File: src/hdl/spq_pkg.sv
package spq_pkg;

  typedef enum logic {
    REQ_ENQ = 1'b0,
    REQ_DEQ = 1'b1
  } req_e;

  typedef enum logic [1:0] {
    ST_ADDED  = 2'd0,
    ST_FULL   = 2'd1,
    ST_SERVED = 2'd2,
    ST_EMPTY  = 2'd3
  } status_e;

endpackage

File: src/hdl/spq_front.sv
module spq_front #(
  parameter int TAG_BITS  = 16,
  parameter int PRIO_BITS = 8
) (
  input  logic                 clk_i,
  input  logic                 rst_ni,
  input  logic                 in_valid_i,
  output logic                 in_ready_o,
  input  logic                 in_kind_i,
  input  logic [TAG_BITS-1:0]  in_tag_i,
  input  logic [PRIO_BITS-1:0] in_prio_i,
  output logic                 cmd_valid_o,
  input  logic                 cmd_ready_i,
  output spq_pkg::req_e        cmd_req_o,
  output logic [TAG_BITS-1:0]  cmd_tag_o,
  output logic [PRIO_BITS-1:0] cmd_prio_o
);

  logic                 valid_q;
  spq_pkg::req_e        req_q;
  logic [TAG_BITS-1:0]  tag_q;
  logic [PRIO_BITS-1:0] prio_q;
  logic                 take;

  assign in_ready_o = !valid_q || cmd_ready_i;
  assign take       = in_valid_i && in_ready_o;

  always_ff @(posedge clk_i or negedge rst_ni) begin
    if (!rst_ni) begin
      valid_q <= 1'b0;
    end else if (in_ready_o) begin
      valid_q <= in_valid_i;
    end
  end

  // Tag and priority only matter to an enqueue; clear them for a dequeue.
  always_ff @(posedge clk_i) begin
    if (take) begin
      req_q <= spq_pkg::req_e'(in_kind_i);
      if (spq_pkg::req_e'(in_kind_i) == spq_pkg::REQ_ENQ) begin
        tag_q  <= in_tag_i;
        prio_q <= in_prio_i;
      end else begin
        tag_q  <= '0;
        prio_q <= '0;
      end
    end
  end

  assign cmd_valid_o = valid_q;
  assign cmd_req_o   = req_q;
  assign cmd_tag_o   = tag_q;
  assign cmd_prio_o  = prio_q;

endmodule

File: src/hdl/spq_fifo.sv
module spq_fifo #(
  parameter int WIDTH = 25
) (
  input  logic             clk_i,
  input  logic             rst_ni,
  input  logic             push_valid_i,
  output logic             push_ready_o,
  input  logic [WIDTH-1:0] push_data_i,
  output logic             pop_valid_o,
  input  logic             pop_ready_i,
  output logic [WIDTH-1:0] pop_data_o
);

  logic [WIDTH-1:0] mem_q [2];
  logic             wr_ptr_q;
  logic             rd_ptr_q;
  logic [1:0]       cnt_q;
  logic             push;
  logic             pop;

  assign push_ready_o = (cnt_q != 2'd2);
  assign pop_valid_o  = (cnt_q != 2'd0);
  assign pop_data_o   = mem_q[rd_ptr_q];
  assign push         = push_valid_i && push_ready_o;
  assign pop          = pop_valid_o && pop_ready_i;

  always_ff @(posedge clk_i or negedge rst_ni) begin
    if (!rst_ni) begin
      wr_ptr_q <= 1'b0;
      rd_ptr_q <= 1'b0;
      cnt_q    <= 2'd0;
    end else begin
      if (push) begin
        wr_ptr_q <= !wr_ptr_q;
      end
      if (pop) begin
        rd_ptr_q <= !rd_ptr_q;
      end
      if (push && !pop) begin
        cnt_q <= cnt_q + 2'd1;
      end else if (pop && !push) begin
        cnt_q <= cnt_q - 2'd1;
      end
    end
  end

  always_ff @(posedge clk_i) begin
    if (push) begin
      mem_q[wr_ptr_q] <= push_data_i;
    end
  end

endmodule

File: src/hdl/spq_back.sv
module spq_back #(
  parameter int DEPTH     = 16,
  parameter int TAG_BITS  = 16,
  parameter int PRIO_BITS = 8,
  parameter int CNT_W     = $clog2(DEPTH + 1)
) (
  input  logic                 clk_i,
  input  logic                 rst_ni,
  input  logic                 cmd_valid_i,
  output logic                 cmd_ready_o,
  input  spq_pkg::req_e        cmd_req_i,
  input  logic [TAG_BITS-1:0]  cmd_tag_i,
  input  logic [PRIO_BITS-1:0] cmd_prio_i,
  output logic                 res_valid_o,
  input  logic                 res_ready_i,
  output spq_pkg::status_e     res_status_o,
  output logic [TAG_BITS-1:0]  res_tag_o,
  output logic [PRIO_BITS-1:0] res_prio_o,
  output logic [CNT_W-1:0]     count_o
);

  // Slot 0 is the head; held slots are 0 .. cnt_q-1 in service order.
  logic [TAG_BITS-1:0]  tag_q  [DEPTH];
  logic [PRIO_BITS-1:0] prio_q [DEPTH];
  logic [TAG_BITS-1:0]  tag_d  [DEPTH];
  logic [PRIO_BITS-1:0] prio_d [DEPTH];
  logic [CNT_W-1:0]     cnt_q;
  logic [CNT_W-1:0]     cnt_d;
  logic [DEPTH-1:0]     keep;

  logic                 out_valid_q;
  spq_pkg::status_e     status_q;
  spq_pkg::status_e     status_d;
  logic [TAG_BITS-1:0]  served_tag_q;
  logic [TAG_BITS-1:0]  served_tag_d;
  logic [PRIO_BITS-1:0] served_prio_q;
  logic [PRIO_BITS-1:0] served_prio_d;

  logic fire;
  logic is_full;
  logic is_empty;
  logic do_enq;
  logic do_deq;

  assign cmd_ready_o = !out_valid_q || res_ready_i;
  assign fire        = cmd_valid_i && cmd_ready_o;
  assign is_full     = (cnt_q == CNT_W'(DEPTH));
  assign is_empty    = (cnt_q == '0);
  assign do_enq      = fire && (cmd_req_i == spq_pkg::REQ_ENQ) && !is_full;
  assign do_deq      = fire && (cmd_req_i == spq_pkg::REQ_DEQ) && !is_empty;

  // Each slot decides on its own: hold, take the new item, or shift.
  for (genvar k = 0; k < DEPTH; k++) begin : g_slot
    logic [TAG_BITS-1:0]  up_tag;
    logic [PRIO_BITS-1:0] up_prio;
    logic [TAG_BITS-1:0]  dn_tag;
    logic [PRIO_BITS-1:0] dn_prio;
    logic                 prev_keep;

    assign keep[k] = (CNT_W'(k) < cnt_q) && (prio_q[k] >= cmd_prio_i);

    if (k == 0) begin : g_first
      assign prev_keep = 1'b1;
      assign dn_tag    = cmd_tag_i;
      assign dn_prio   = cmd_prio_i;
    end else begin : g_inner
      assign prev_keep = keep[k-1];
      assign dn_tag    = tag_q[k-1];
      assign dn_prio   = prio_q[k-1];
    end

    if (k == DEPTH - 1) begin : g_last
      assign up_tag  = tag_q[k];
      assign up_prio = prio_q[k];
    end else begin : g_body
      assign up_tag  = tag_q[k+1];
      assign up_prio = prio_q[k+1];
    end

    always_comb begin
      tag_d[k]  = tag_q[k];
      prio_d[k] = prio_q[k];
      if (do_enq && !keep[k]) begin
        if (prev_keep) begin
          tag_d[k]  = cmd_tag_i;
          prio_d[k] = cmd_prio_i;
        end else begin
          tag_d[k]  = dn_tag;
          prio_d[k] = dn_prio;
        end
      end else if (do_deq) begin
        tag_d[k]  = up_tag;
        prio_d[k] = up_prio;
      end
    end

    always_ff @(posedge clk_i) begin
      tag_q[k]  <= tag_d[k];
      prio_q[k] <= prio_d[k];
    end
  end

  always_comb begin
    cnt_d         = cnt_q;
    status_d      = spq_pkg::ST_ADDED;
    served_tag_d  = '0;
    served_prio_d = '0;
    case (cmd_req_i)
      spq_pkg::REQ_ENQ: begin
        if (is_full) begin
          status_d = spq_pkg::ST_FULL;
        end else begin
          status_d = spq_pkg::ST_ADDED;
          cnt_d    = cnt_q + CNT_W'(1);
        end
      end
      spq_pkg::REQ_DEQ: begin
        if (is_empty) begin
          status_d = spq_pkg::ST_EMPTY;
        end else begin
          status_d      = spq_pkg::ST_SERVED;
          served_tag_d  = tag_q[0];
          served_prio_d = prio_q[0];
          cnt_d         = cnt_q - CNT_W'(1);
        end
      end
      default: begin
        status_d = spq_pkg::ST_EMPTY;
      end
    endcase
  end

  always_ff @(posedge clk_i or negedge rst_ni) begin
    if (!rst_ni) begin
      cnt_q       <= '0;
      out_valid_q <= 1'b0;
    end else begin
      if (fire) begin
        cnt_q <= cnt_d;
      end
      if (cmd_ready_o) begin
        out_valid_q <= cmd_valid_i;
      end
    end
  end

  always_ff @(posedge clk_i) begin
    if (fire) begin
      status_q      <= status_d;
      served_tag_q  <= served_tag_d;
      served_prio_q <= served_prio_d;
    end
  end

  assign res_valid_o  = out_valid_q;
  assign res_status_o = status_q;
  assign res_tag_o    = served_tag_q;
  assign res_prio_o   = served_prio_q;
  assign count_o      = cnt_q;

endmodule

File: src/hdl/sorted_priority_queue.sv
// Sorted priority queue of tagged entries, DEPTH slots deep.
// Request channel (s_axis): tuser[0] selects enqueue (0) or dequeue (1);
// tdata carries the tag and the priority of an enqueue.
// Result channel (m_axis): one item per request. tuser is the status
// (added, full, served, empty); tdata holds the served tag and priority,
// zero unless the status is served.
// Higher priority is served first; equal priorities leave in arrival order.
// An enqueue to a full queue and a dequeue from an empty one leave the
// contents untouched.
// Path: a request passes the front register, the two-entry command queue
// and the result register before its result is valid on m_axis.
// Throughput: one request per cycle while m_axis_tready_i stays high; the
// back end compares the new priority against all slots in parallel and
// shifts the whole slot row together.
// Reset empties the queue; slot contents need no clearing and none is done.
// When the receiver stalls, the result register holds, the command queue
// fills, and s_axis_tready_o drops once the front register is also full.
module sorted_priority_queue #(
  parameter int DEPTH     = 16,
  parameter int TAG_BITS  = 16,
  parameter int PRIO_BITS = 8
) (
  input  logic clk_i,
  input  logic rst_ni,
  input  logic s_axis_tvalid_i,
  output logic s_axis_tready_o,
  // [TAG_BITS-1:0] entry_tag, [TAG_BITS+PRIO_BITS-1:TAG_BITS] entry_priority
  input  logic [((TAG_BITS+PRIO_BITS+7)/8)*8-1:0] s_axis_tdata_i,
  // [0] req_type
  input  logic [0:0] s_axis_tuser_i,
  output logic m_axis_tvalid_o,
  input  logic m_axis_tready_i,
  // [TAG_BITS-1:0] served_tag, [TAG_BITS+PRIO_BITS-1:TAG_BITS] served_priority
  output logic [((TAG_BITS+PRIO_BITS+7)/8)*8-1:0] m_axis_tdata_o,
  // [1:0] status
  output logic [1:0] m_axis_tuser_o
);

  localparam int DATA_W = ((TAG_BITS + PRIO_BITS + 7) / 8) * 8;
  localparam int CMD_W  = 1 + TAG_BITS + PRIO_BITS;
  localparam int CNT_W  = $clog2(DEPTH + 1);

  logic                 f_valid;
  logic                 f_ready;
  spq_pkg::req_e        f_req;
  logic [TAG_BITS-1:0]  f_tag;
  logic [PRIO_BITS-1:0] f_prio;

  logic                 q_valid;
  logic                 q_ready;
  logic [CMD_W-1:0]     q_data;

  spq_pkg::status_e     res_status;
  logic [TAG_BITS-1:0]  res_tag;
  logic [PRIO_BITS-1:0] res_prio;
  logic [CNT_W-1:0]     count;

  spq_front #(
    .TAG_BITS (TAG_BITS),
    .PRIO_BITS(PRIO_BITS)
  ) u_front (
    .clk_i      (clk_i),
    .rst_ni     (rst_ni),
    .in_valid_i (s_axis_tvalid_i),
    .in_ready_o (s_axis_tready_o),
    .in_kind_i  (s_axis_tuser_i[0]),
    .in_tag_i   (s_axis_tdata_i[TAG_BITS-1:0]),
    .in_prio_i  (s_axis_tdata_i[TAG_BITS +: PRIO_BITS]),
    .cmd_valid_o(f_valid),
    .cmd_ready_i(f_ready),
    .cmd_req_o  (f_req),
    .cmd_tag_o  (f_tag),
    .cmd_prio_o (f_prio)
  );

  spq_fifo #(
    .WIDTH(CMD_W)
  ) u_fifo (
    .clk_i       (clk_i),
    .rst_ni      (rst_ni),
    .push_valid_i(f_valid),
    .push_ready_o(f_ready),
    .push_data_i ({f_prio, f_tag, f_req}),
    .pop_valid_o (q_valid),
    .pop_ready_i (q_ready),
    .pop_data_o  (q_data)
  );

  spq_back #(
    .DEPTH    (DEPTH),
    .TAG_BITS (TAG_BITS),
    .PRIO_BITS(PRIO_BITS),
    .CNT_W    (CNT_W)
  ) u_back (
    .clk_i       (clk_i),
    .rst_ni      (rst_ni),
    .cmd_valid_i (q_valid),
    .cmd_ready_o (q_ready),
    .cmd_req_i   (spq_pkg::req_e'(q_data[0])),
    .cmd_tag_i   (q_data[TAG_BITS:1]),
    .cmd_prio_i  (q_data[CMD_W-1:TAG_BITS+1]),
    .res_valid_o (m_axis_tvalid_o),
    .res_ready_i (m_axis_tready_i),
    .res_status_o(res_status),
    .res_tag_o   (res_tag),
    .res_prio_o  (res_prio),
    .count_o     (count)
  );

  assign m_axis_tdata_o = DATA_W'({res_prio, res_tag});
  assign m_axis_tuser_o = res_status;

  a_count_bound : assert property (@(posedge clk_i) disable iff (!rst_ni)
    count <= CNT_W'(DEPTH))
    else $error("entry count exceeds depth");

  a_full_matches : assert property (@(posedge clk_i) disable iff (!rst_ni)
    m_axis_tvalid_o && (res_status == spq_pkg::ST_FULL) |-> count == CNT_W'(DEPTH))
    else $error("full status while queue not full");

  a_empty_matches : assert property (@(posedge clk_i) disable iff (!rst_ni)
    m_axis_tvalid_o && (res_status == spq_pkg::ST_EMPTY) |-> count == '0)
    else $error("empty status while queue holds entries");

  a_idle_data_zero : assert property (@(posedge clk_i) disable iff (!rst_ni)
    m_axis_tvalid_o && (res_status != spq_pkg::ST_SERVED) |-> m_axis_tdata_o == '0)
    else $error("nonzero served fields without a served entry");

endmodule

File: config.mk
export PLATFORM = sky130hd
export DESIGN_NAME = sorted_priority_queue
export DESIGN_NICKNAME = d
export VERILOG_FILES = /design/src/hdl/spq_pkg.sv /design/src/hdl/spq_front.sv /design/src/hdl/spq_fifo.sv /design/src/hdl/spq_back.sv /design/src/hdl/sorted_priority_queue.sv
export SDC_FILE = /design/constraint.sdc
export NUM_CORES = 1
export LEC_CHECK = 0
export ABC_AREA = 1
export BUFFER_PORTS_ARGS = -buffer_cell sky130_fd_sc_hd__buf_2
export CAP_MARGIN = 15
export CORE_MARGIN = 2
export CORE_UTILIZATION = 25
export CTS_CLUSTER_DIAMETER = 60
export DETAILED_ROUTE_END_ITERATION = 10
export SLEW_MARGIN = 15
export SYNTH_ARGS = -nofsm -noshare
export SYNTH_HDL_FRONTEND = slang
export SYNTH_HIERARCHICAL = 1
export SYNTH_SLANG_ARGS = --single-unit
File: constraint.sdc
create_clock -name clk_i -period 3.45 [get_ports clk_i]
set_clock_uncertainty 0.05 [all_clocks]
set_input_delay 0.69 -clock clk_i [delete_from_list [all_inputs] [get_ports clk_i]]
set_output_delay 0.69 -clock clk_i [all_outputs]
set_load 0.05 [all_outputs]
* Word-level counts from Yosys, hierarchy flattened *
Memory sizes are Yosys's and may differ from the RTL's.
Index checks and enable logic that the tools add are counted.

word-level totals
  memories kept = 3
  bits in writable memories = 434
  bits in registers = 62
  bits of input ports = 29

operators by class
  eq/ne operators = 4
  order comparisons = 32
  reductions and logical operators = 72
  $add $sub $neg = 4
  mux-type cells = 102
  bitwise operators = 1

memories
  name           words  bits a word  rd ports  clocked after Yosys merged registers in  wr ports  RTL line        text
  u_back.tag_q   16     16           16        0                                        16        spq_back.sv:23  logic [TAG_BITS-1:0] tag_q [DEPTH];
  u_back.prio_q  16     8            16        0                                        16        spq_back.sv:24  logic [PRIO_BITS-1:0] prio_q [DEPTH];
  u_fifo.mem_q   2      25           1         0                                        1         spq_fifo.sv:14  logic [WIDTH-1:0] mem_q [2];

operators with widths
  kind                 count
  $mux 16              46
  $mux 8               46
  $ge 8x8->1           16
  $logic_and 1x1->1    41
  $lt 4x5->1 const A   8
  $logic_not 1->1      24
  $lt 3x5->1 const A   4
  $lt 1x5->1 const A   2
  $lt 2x5->1 const A   2
  $mux 5               2
  $pmux 5 s2           1
  $ne 2x2->1 const B   3
  $add 5x1->5 const B  1
  $eq 5x5->1 const B   1
  $logic_not 5->1      1
  $sub 5x1->5 const B  1
  $mux 1               4
  $mux 2               2
  $pmux 2 s2           1
  $reduce_bool 2->1    2
  $reduce_and 3->1     1
  $add 2x1->2 const B  1
  $logic_or 1x1->1     2
  $reduce_or 2->1      1
  2 further kinds      2

* Logic depth before layout (Yosys ltp) *
Gate-level depths: netlist (run 1).

  depth after elaboration = 7
  depth in mapped cells = 20

* Modules after synthesis *
The synthesis (run 1) kept the hierarchy.

by module, submodules not included
  module     cells an instance  times used  area each (um^2)
  spq_back   3374               1           25725.9
  spq_fifo   159                1           2084.5
  spq_front  81                 1           998.5

* Worst setup path before layout (run 1) *
Ideal clock, no wire load.

  path type = register to register
  start point = reg u_fifo/rd_ptr_q (netlist name)
  end point = mem u_back.prio_q[15][0] (netlist: u_back/prio_q[1][56]) (enable)
  setup time = 0.413 ns
  setup slack = -0.348 ns
  cell stages (with the launch flop) = 14
  arrival = 3.335 ns
  cells stage by stage = dfrtp_1 > buf_6 > inv_8 > buf_8 > nand2_1 > nand2_1 > clkbuf_1 > inv_1 > ha_1 > a21oi_1 > o21ai_0 > nand2_1 > nand4_1 > a21oi_1

RTL lines
  what       RTL line
  to (decl)  spq_back.sv:24

==> results_dict.tcl, run 1 <==
set metrics [dict create \
    antenna_found_initial 0 \
    grt_usage_pct 15.6 \
    drive_gt1_share_pct 9.50 \
    drv_slew 0 \
    yosysWarnings 6 \
    status "finished clean" \
    port_buffers 56 \
    core_sq_um 114000 \
    post_drt_wl_per_cell_microns 17.9 \
    cts.path.max_buffers 3 \
    yosysTopAreaCell "edfxtp_1" \
    die_y_microns 343 \
    grt_pass1_vias 23700 \
    worst_slew_pin_slew_ps 772 \
    drv_cap 0 \
    die_x_microns 343 \
    gp_congestion 0.904 \
    vias_per_cell 4.68 \
    routed_wl_mm 93.2 \
    grt_pass1_wl_mm 141 \
    cts-buffers-inserted 59 \
    path_clk_slew_ps 60 \
    synth_top_cell_area_share_pct 50.6 \
    drc_errors 0 \
    placed_area_sq_um 31100 \
    grt_setup_unrepaired "no" \
    fin_area_sq_um 33000 \
    grt_overflow 0 \
    cts_sinks 496 \
    syn-num-nets 3776 \
    slew_headroom_pct 48.5 \
    avgSynthCellArea_sq_um 7.97 \
    cp.arrival_ps 3380 \
    die_area_sq_um 118000 \
    crit_required_ps 3720 \
    pin_count 57 \
    clock.fmax_mhz 322 \
    tns_ps 0 \
    clock_latency_ps 670 \
    regArea_sq_um 14800 \
    drt_first_pass_iters 6 \
    synthSimpleGateAreaFrac_pct 34.5 \
    root_buffer "clkbuf_16" \
    synthCells 3614 \
    vias 24400 \
    holdCritPathClass "input port to flip-flop" \
    initial_utilization_pct 25.2 \
    ys_top_cells_by_area "edfxtp_1 51%, nand2_1 26%, nand3_1 6.1%" \
    synth_top_family_by_area "simple AND/OR/NAND/NOR gates" \
    path_max_fanout 26 \
    cts_setup_buffers 0 \
    critPathCaptureType "flip-flop" \
    synth-xor-area-share_pct 0.213 \
    synthAdderAreaFrac_pct 5.78 \
    finalNetCount 3818 \
    timing.final.crit_share_pct 90.0 \
    multi_input_area_sq_um 12400 \
    drtIter0Drc 2398 \
    rows 124 \
    final_common_cell "nand2_1" \
    post_synth_num_cell_types 40 \
    synth_compound_area_share_pct 2.32 \
    dp_hpwl_mm 64.7 \
    synth_area_sq_um 28800 \
    ys_ff_latch 496 \
    synth_seq_area_share_pct 51.5 \
    grt_max_degree 49 \
    hold_viol 0 \
    criticalPathCategory "flip-flop to flip-flop" \
    final.min_clock_period_ps 3110 \
    cts-htree-levels 2 \
    syn_to_final_growth_pct 14.7 \
    cts_tree "done" \
    setup_violations 0 \
    fillerInstances 12200 \
    muxShareOfSynthArea_pct 0 \
    start_kind "flip-flop" \
    ant_nets 0 \
    layout_common_cells "1984 x nand2_1, 485 x edfxtp_1, 354 x nand3_1" \
]
## final timing paths
path                                       from             endpoint  slack [ps]  cells after the start
min reg2reg                u_front/cmd_tag_o[8]   u_fifo/mem_q[0][9]         390                      0
max reg2reg                     u_fifo/rd_ptr_q  u_back/tag_q[0][59]         340                     14
min in group asynchronous                rst_ni  u_front/cmd_valid_o         400                      2
max                             u_fifo/rd_ptr_q  u_back/tag_q[0][59]         340                     14
min                             s_axis_tvalid_i  u_front/cmd_valid_o         190                      3
max in group asynchronous                rst_ni      u_fifo/rd_ptr_q        2700                      2
## cell usage after synthesis, drive strengths merged
library cell,n
o31ai,1
nand2,2031
ha,133
o21a,13
o21ai,58
a31oi,1
dfrtp,11
xor2,4
a21o,1
nor2,89
inv,190
edfxtp,485
nand3,356
a21oi,39
o211ai,1
nand3b,1
nand4,4
o22ai,1
nor3,4
xnor2,3
buf,94
a21boi,1
clkbuf,93
## repair_timing
action                     CTS  global route
resized for setup            0             4
hold buffers                 1             0
hold endpoints to repair    11             0
setup endpoints to repair    0            77
## metal layers
metal	global-route usage, %	vias to the layer above	part of all wire [%]
met5	0	-	0
met4	7.10	0	4.9
met3	2.96	236	8.2
met2	25.3	959	46
met1	20.1	11500	41
li1	-	11800	-
## metrics by stage
step	util, %	hold WS [ps]	worst slack, ps	std cells
2_1_floorplan	-	344	51.3	3614
3_3_place_gp	27.2	376	338	5106
3_5_place_dp	27.2	380	262	5106
4_1_cts	28.9	155	242	5218
5_1_grt	28.9	179	55.2	5218
6_report	28.9	185	343	5219
## registers in the layout (all words and copies together) (netlist names)
| name | flops |
|---|---|
| u_front/cmd_valid_o | 1 |
| u_back/res_prio_o | 8 |
| u_fifo/cnt_q | 2 |
| u_front/cmd_tag_o | 16 |
| u_fifo/mem_q | 50 |
| u_front/cmd_prio_o | 8 |
| u_back/res_valid_o | 1 |
| u_fifo/rd_ptr_q | 1 |
| u_back/tag_q | 256 |
| u_fifo/wr_ptr_q | 1 |
| u_back/prio_q | 128 |
| u_back/res_tag_o | 16 |
| u_back/count_o | 5 |
| u_back/res_status_o | 2 |
| u_front/cmd_req_o | 1 |
## cells by family (layout without fill, tap and decap cells)
kind of cell | count (synthesis) | in the layout
other | 0 | 1
xor gates and xnor gates | 7 | 7
DFF | 496 | 496
buffers and inverters | 377 | 469
adders and majority gates | 133 | 133
and+or+nand+nor | 2485 | 2485
AOI/OAI and AO/OA | 116 | 116
## critical path: stages, from the launching register on
cell     delay (ps)
dfrtp_2         520
inv_8           200
nand2_1          70
nand2_1          80
inv_1            60
buf_4           210
ha_1            330
nand2_1          80
nor2_1          160
nand4_1         110
nand3_1         120
nand2_1          80
nand2_1         130
buf_4           290
nand2_4         260
## cell type report
class | instances | share of cell area [%]
clock inverters | 44 | 1.33
repair buffers | 168 | 3.78
clock buffers | 67 | 4.56
diodes | 1 | 0.00757
multi-input cells | 2741 | 37.5
well taps | 1512 | 5.72
inverters | 190 | 2.21
flip-flops and latches | 496 | 44.9
Power of run 1 is not shown: default switching activity piles up to over one toggle a cycle in this logic, so the estimate is an artifact.
==> inputs of run 2 (changes only) <==
- RECOVER_POWER: default -> 50
==> results_dict.tcl, run 2 (same netlist as run 1, synthesis figures left out) <==
set metrics [dict create \
    status "finished, violations left" \
    violations "max-capacitance violations, max-slew violations" \
    largest_register_ffs 256 \
    largest_register "u_back/tag_q" \
    layout_common_cells "1998 x nand2_1, 485 x edfxtp_1, 354 x nand3_1" \
    cts-htree-levels 2 \
    drive_gt1_share_pct 7.99 \
    maxUsedRoutingLayer "met4" \
    pin_count 57 \
    cp_slowest_stage_delay_ps 530 \
    rows 124 \
    post_drt_wl_per_cell_microns 17.9 \
    final.min_clock_period_ps 3200 \
    r2r_slack_ps 250 \
    cp.arrival_ps 3450 \
    grt_pass1_vias 23700 \
    reg_top3 "u_back/tag_q: 256 flops, u_back/prio_q: 128 flops, u_fifo/mem_q: 50 flops" \
    hold_viol 0 \
    criticalPathCategory "flip-flop to flip-flop" \
    dr_wl_met3_mm 7.35 \
    post-route-util_pct 28.8 \
    crit_required_ps 3700 \
    antenna_found_initial 0 \
    vias_per_cell 4.67 \
    slew_headroom_pct -14.4 \
    grt_setup_unrepaired "no" \
    wl_met1_mm 38.5 \
    drtIter0Drc 2504 \
    final_common_cell "nand2_1" \
    die_y_microns 343 \
    grt_overflow 0 \
    worst_slew_pin_slew_ps 1720 \
    dr_wl_met2_mm 42.8 \
    finalNetCount 3818 \
    tns_ps 0 \
    initial_utilization_pct 25.2 \
    cts.path.max_buffers 3 \
    path_clk_slew_ps 60 \
    path_max_fanout 26 \
    setup_violations 0 \
    drv_slew 27 \
    die_area_sq_um 118000 \
    cts_tree "done" \
    grt_pass1_wl_mm 141 \
    critPathCaptureType "flip-flop" \
    root_buffer "clkbuf_16" \
    cts_sinks 496 \
    grt_max_degree 49 \
    cts-buffers-inserted 59 \
    gp_congestion 0.904 \
    path_common_cell "nand2_1" \
    syn_to_final_growth_pct 14.2 \
    start_kind "flip-flop" \
    drc_errors 0 \
    ant_nets 0 \
    dp_hpwl_mm 64.7 \
    cts_setup_buffers 0 \
    holdCritPathClass "input port to flip-flop" \
    core_sq_um 114000 \
    slowest_stage "clkbuf_2" \
    grt_usage_pct 15.6 \
    path_cells "inv_8 -> nand2_1 -> nand2_1 -> inv_1 -> buf_12 -> ha_1 -> a21oi_1 -> nor2_1 -> nor3_1 -> nand2_1 -> nand2_1 -> nand2_2 -> nand2_1 -> clkbuf_2" \
    clock_latency_ps 670 \
    drt_first_pass_iters 6 \
    die_x_microns 343 \
    drv_cap 1 \
    timing.final.crit_share_pct 92.8 \
    vias 24400 \
    routed_wl_mm 93.3 \
    clock.fmax_mhz 312 \
    port_buffers 56 \
]
-- run 2: cell count changes in the layout (fill, tap and decap cells not counted), sizes merged --
cell	change
buf	-43
clkbuf	+43
-- run 2: layout make-up --
| class | count | area, sq um |
|---|---|---|
| Clock buffer | 67 | 1510 |
| Fill cell | 12200 | 81500 |
| Tap cell | 1512 | 1890 |
| Sequential cell | 496 | 14800 |
| Multi-Input combinational cell | 2741 | 12300 |
| Antenna cell | 1 | 2.50 |
| Clock inverter | 44 | 438 |
| Timing Repair Buffer | 168 | 1140 |
| Inverter | 190 | 729 |
-- run 2: what timing repair did --
action / in CTS / in global routing
endpoints found under the hold margin: 11 / 0
gates resized for setup: 0 / 4
endpoints found under the setup margin: 0 / 77
hold buffers: 1 / 0
-- run 2: critical path: cells and delay by family (launching register included) --
kind | cells | cell delay [ps]
AO/OA/AOI/OAI | 1 | 150
adder cells (fa/ha/maj) | 1 | 330
buffers and inverters | 4 | 970
flip-flops | 1 | 510
AND/OR/NAND/NOR | 8 | 800
-- run 2: stage by stage --
| stage | instances | hold WS, ps | cell area [sq um] | setup slack (ps) |
|---|---|---|---|---|
| floorplan | 3614 | 344 | 28900 | 51.3 |
| detailed placement | 5106 | 380 | 31100 | 262 |
| global placement | 5106 | 376 | 31100 | 338 |
| CTS | 5218 | 155 | 33000 | 242 |
| finish | 5219 | 171 | 32900 | 249 |
| global route | 5218 | 166 | 32900 | 55.4 |
-- run 2: worst paths after layout --
kind,startpoint,cells after the start,to
max reg2reg,u_fifo/rd_ptr_q,14,u_back/tag_q[1][100]
min,s_axis_tvalid_i,3,u_front/cmd_valid_o
min reg2reg,u_front/cmd_tag_o[8],0,u_fifo/mem_q[0][9]
min in group asynchronous,rst_ni,2,u_front/cmd_valid_o
max,u_fifo/rd_ptr_q,14,u_back/tag_q[1][100]
max in group asynchronous,rst_ni,2,u_fifo/rd_ptr_q
-- run 2: per-layer routing --
metal | GRT usage [%] | up-vias
met2 | 25.3 | 934
met3 | 2.96 | 240
li1 | - | 11800
met4 | 7.10 | 0
met1 | 20.1 | 11400
met5 | 0 | -
Power of run 2 is left out for the same reason.
==> inputs of run 3 (changes only) <==
- ABC_AREA: 1 -> default
==> results_dict.tcl, run 3 <==
set metrics [dict create \
    pin_count 57 \
    yosys_most_used_dff "edfxtp_1" \
    root_buffer "clkbuf_16" \
    start_kind "flip-flop" \
    drc_errors 6 \
    cts_setup_buffers 0 \
    yosysTopAreaCell "edfxtp_1" \
    grt_pass1_vias 16000 \
    path_max_fanout 20 \
    grt_pass1_wl_mm 93.5 \
    dp_hpwl_mm 44.1 \
    ys_top_cells_by_area "edfxtp_1 55%, mux2i_1 12%, ha_1 6.3%" \
    violations "design-rule violations, max-capacitance violations, max-slew violations" \
    synth_area_sq_um 26600 \
    cts-buffers-inserted 55 \
    cp.arrival_ps 3530 \
    timing.final.crit_share_pct 96.0 \
    setup_violations 0 \
    largest_register "u_back/tag_q" \
    clock.fmax_mhz 302 \
    final.min_clock_period_ps 3310 \
    dp_cells 3625 \
    cts_tree "done" \
    tns_ps 0 \
    cts-htree-levels 2 \
    status "finished, violations left" \
    syn_to_final_growth_pct 15.5 \
    die_x_microns 330 \
    yosysWarnings 6 \
    finalNetCount 2454 \
    initial_utilization_pct 25.2 \
    critPathCaptureType "flip-flop" \
    hold_viol 0 \
    synth_seq_area_share_pct 55.8 \
    worst_slew_pin_slew_ps 1600 \
    holdWs_ps 248 \
    die_y_microns 330 \
    drv_cap 2 \
    ys_ff_latch 496 \
    vias_per_cell 4.47 \
    synthCells 2227 \
    holdCritPathClass "input port to flip-flop" \
    grt_usage_pct 10.8 \
    synth_edf_count 485 \
    final_common_cell "edfxtp_1" \
    drt_first_pass_iters 8 \
    async_reset_ff_share_pct 2.22 \
    crit_required_ps 3660 \
    gp_congestion 0.864 \
    grt_overflow 0 \
    drv_slew 54 \
    synth_top_cells_by_count "485 x edfxtp_1, 330 x mux2i_1, 306 x nand2_1, 286 x o21ai_0, 143 x a21oi_1" \
    reg_top3 "u_back/tag_q: 256 flops, u_back/prio_q: 128 flops, u_fifo/mem_q: 50 flops" \
    clock_latency_ps 620 \
    post_drt_wl_per_cell_microns 16.1 \
    core_sq_um 105000 \
    grt_max_degree 49 \
    vias 16600 \
    path_clk_slew_ps 50 \
    rows 119 \
    n_antenna_cell 0 \
    yosysMostFrequentCell "edfxtp_1" \
    routed_wl_mm 60.0 \
    die_area_sq_um 109000 \
    criticalPathCategory "flip-flop to flip-flop" \
    grt_setup_unrepaired "no" \
    cts_sinks 496 \
    syn-num-nets 2389 \
    final_cells 3721 \
    avgSynthCellArea_sq_um 11.9 \
    cts.path.max_buffers 3 \
    port_buffers 56 \
    antenna_found_initial 0 \
    drive_gt1_share_pct 13.5 \
    largest_register_ffs 256 \
    post-route-util_pct 29.1 \
    slew_headroom_pct -6.54 \
    synth_top_cell_area_share_pct 54.8 \
    ant_nets 0 \
    post_synth_num_cell_types 52 \
    fillerInstances 10800 \
    layout_common_cells "485 x edfxtp_1, 330 x mux2i_1, 296 x nand2_1" \
    drtIter0Drc 1373 \
]
-- run 3: changes by cell type after synthesis, sizes merged, moves of 66 or more --
cell / delta
a21oi: +104
inv: -149
mux2: +66
mux2i: +330
nand2: -1725
nand3: -353
o21ai: +252
-- run 3: cell families (layout without fill, tap and decap cells) --
group	Yosys count	in the layout	synth area share (%)
flip-flops	496	496	55.8
AO/OA/AOI/OAI	489	489	9.86
XOR/XNOR	11	11	0.362
multiplexers	396	396	15.8
buffers and inverters	187	290	3.40
adder cells (fa/ha/maj)	133	133	6.26
AND/OR/NAND/NOR	515	515	8.55
-- run 3: routing by layer --
layer  vias up  global-route usage [%]  wire (microns)
met5         -                       0               0
met4         0                    3.64            1710
met3        89                    1.30            2700
met2       372                    16.6           26100
met1      7850                    15.6           29500
li1       8317                       -               -
-- run 3: area by class of cell --
cell class,instances,area [sq um],area share [%]
timing repair buffer,154,1180,3.85
inverter,41,158,0.513
tap,1391,1740,5.67
clock inverter,29,368,1.20
sequential,496,14800,48.3
clock buffer,66,1450,4.72
multi-input combinational,1544,11000,35.7
-- run 3: path summary, 6_finish.rpt --
kind	startpoint	endpoint	slack, ps	cells past startpoint
setup / recovery	u_fifo/rd_ptr_q	u_back/prio_q[0][13]	140	8
hold / removal	s_axis_tvalid_i	u_front/cmd_valid_o	250	2
setup reg to reg	u_fifo/rd_ptr_q	u_back/prio_q[0][13]	140	8
hold reg to reg	u_front/cmd_tag_o[7]	u_fifo/mem_q[0][8]	390	0
max in group asynchronous	rst_ni	u_back/count_o[1]	2350	2
min in group asynchronous	rst_ni	u_front/cmd_valid_o	580	2
-- run 3: worst max-delay path: stages, from the launching register on --
cell and delay (ps):
dfrtp_1 420, mux2_4 460, ha_1 330, nand2b_1 150
a2111oi_0 560, a21oi_1 120, a221o_1 420, nand2_2 100
clkbuf_2 330
-- run 3: through the flow --
stage	worst slack (ps)	area [sq um]
2_1_floorplan	17.5	26600
3_3_place_gp	99.5	29100
3_5_place_dp	53.1	29100
4_1_cts	47.8	30900
5_1_grt	4.70	30700
6_report	136	30700
-- run 3: what timing repair did --
item	CTS	global route
resized for setup	0	8
hold endpoints to repair	11	0
setup endpoints to repair	0	73
hold buffers	1	0
Power of run 3 is left out for the same reason.
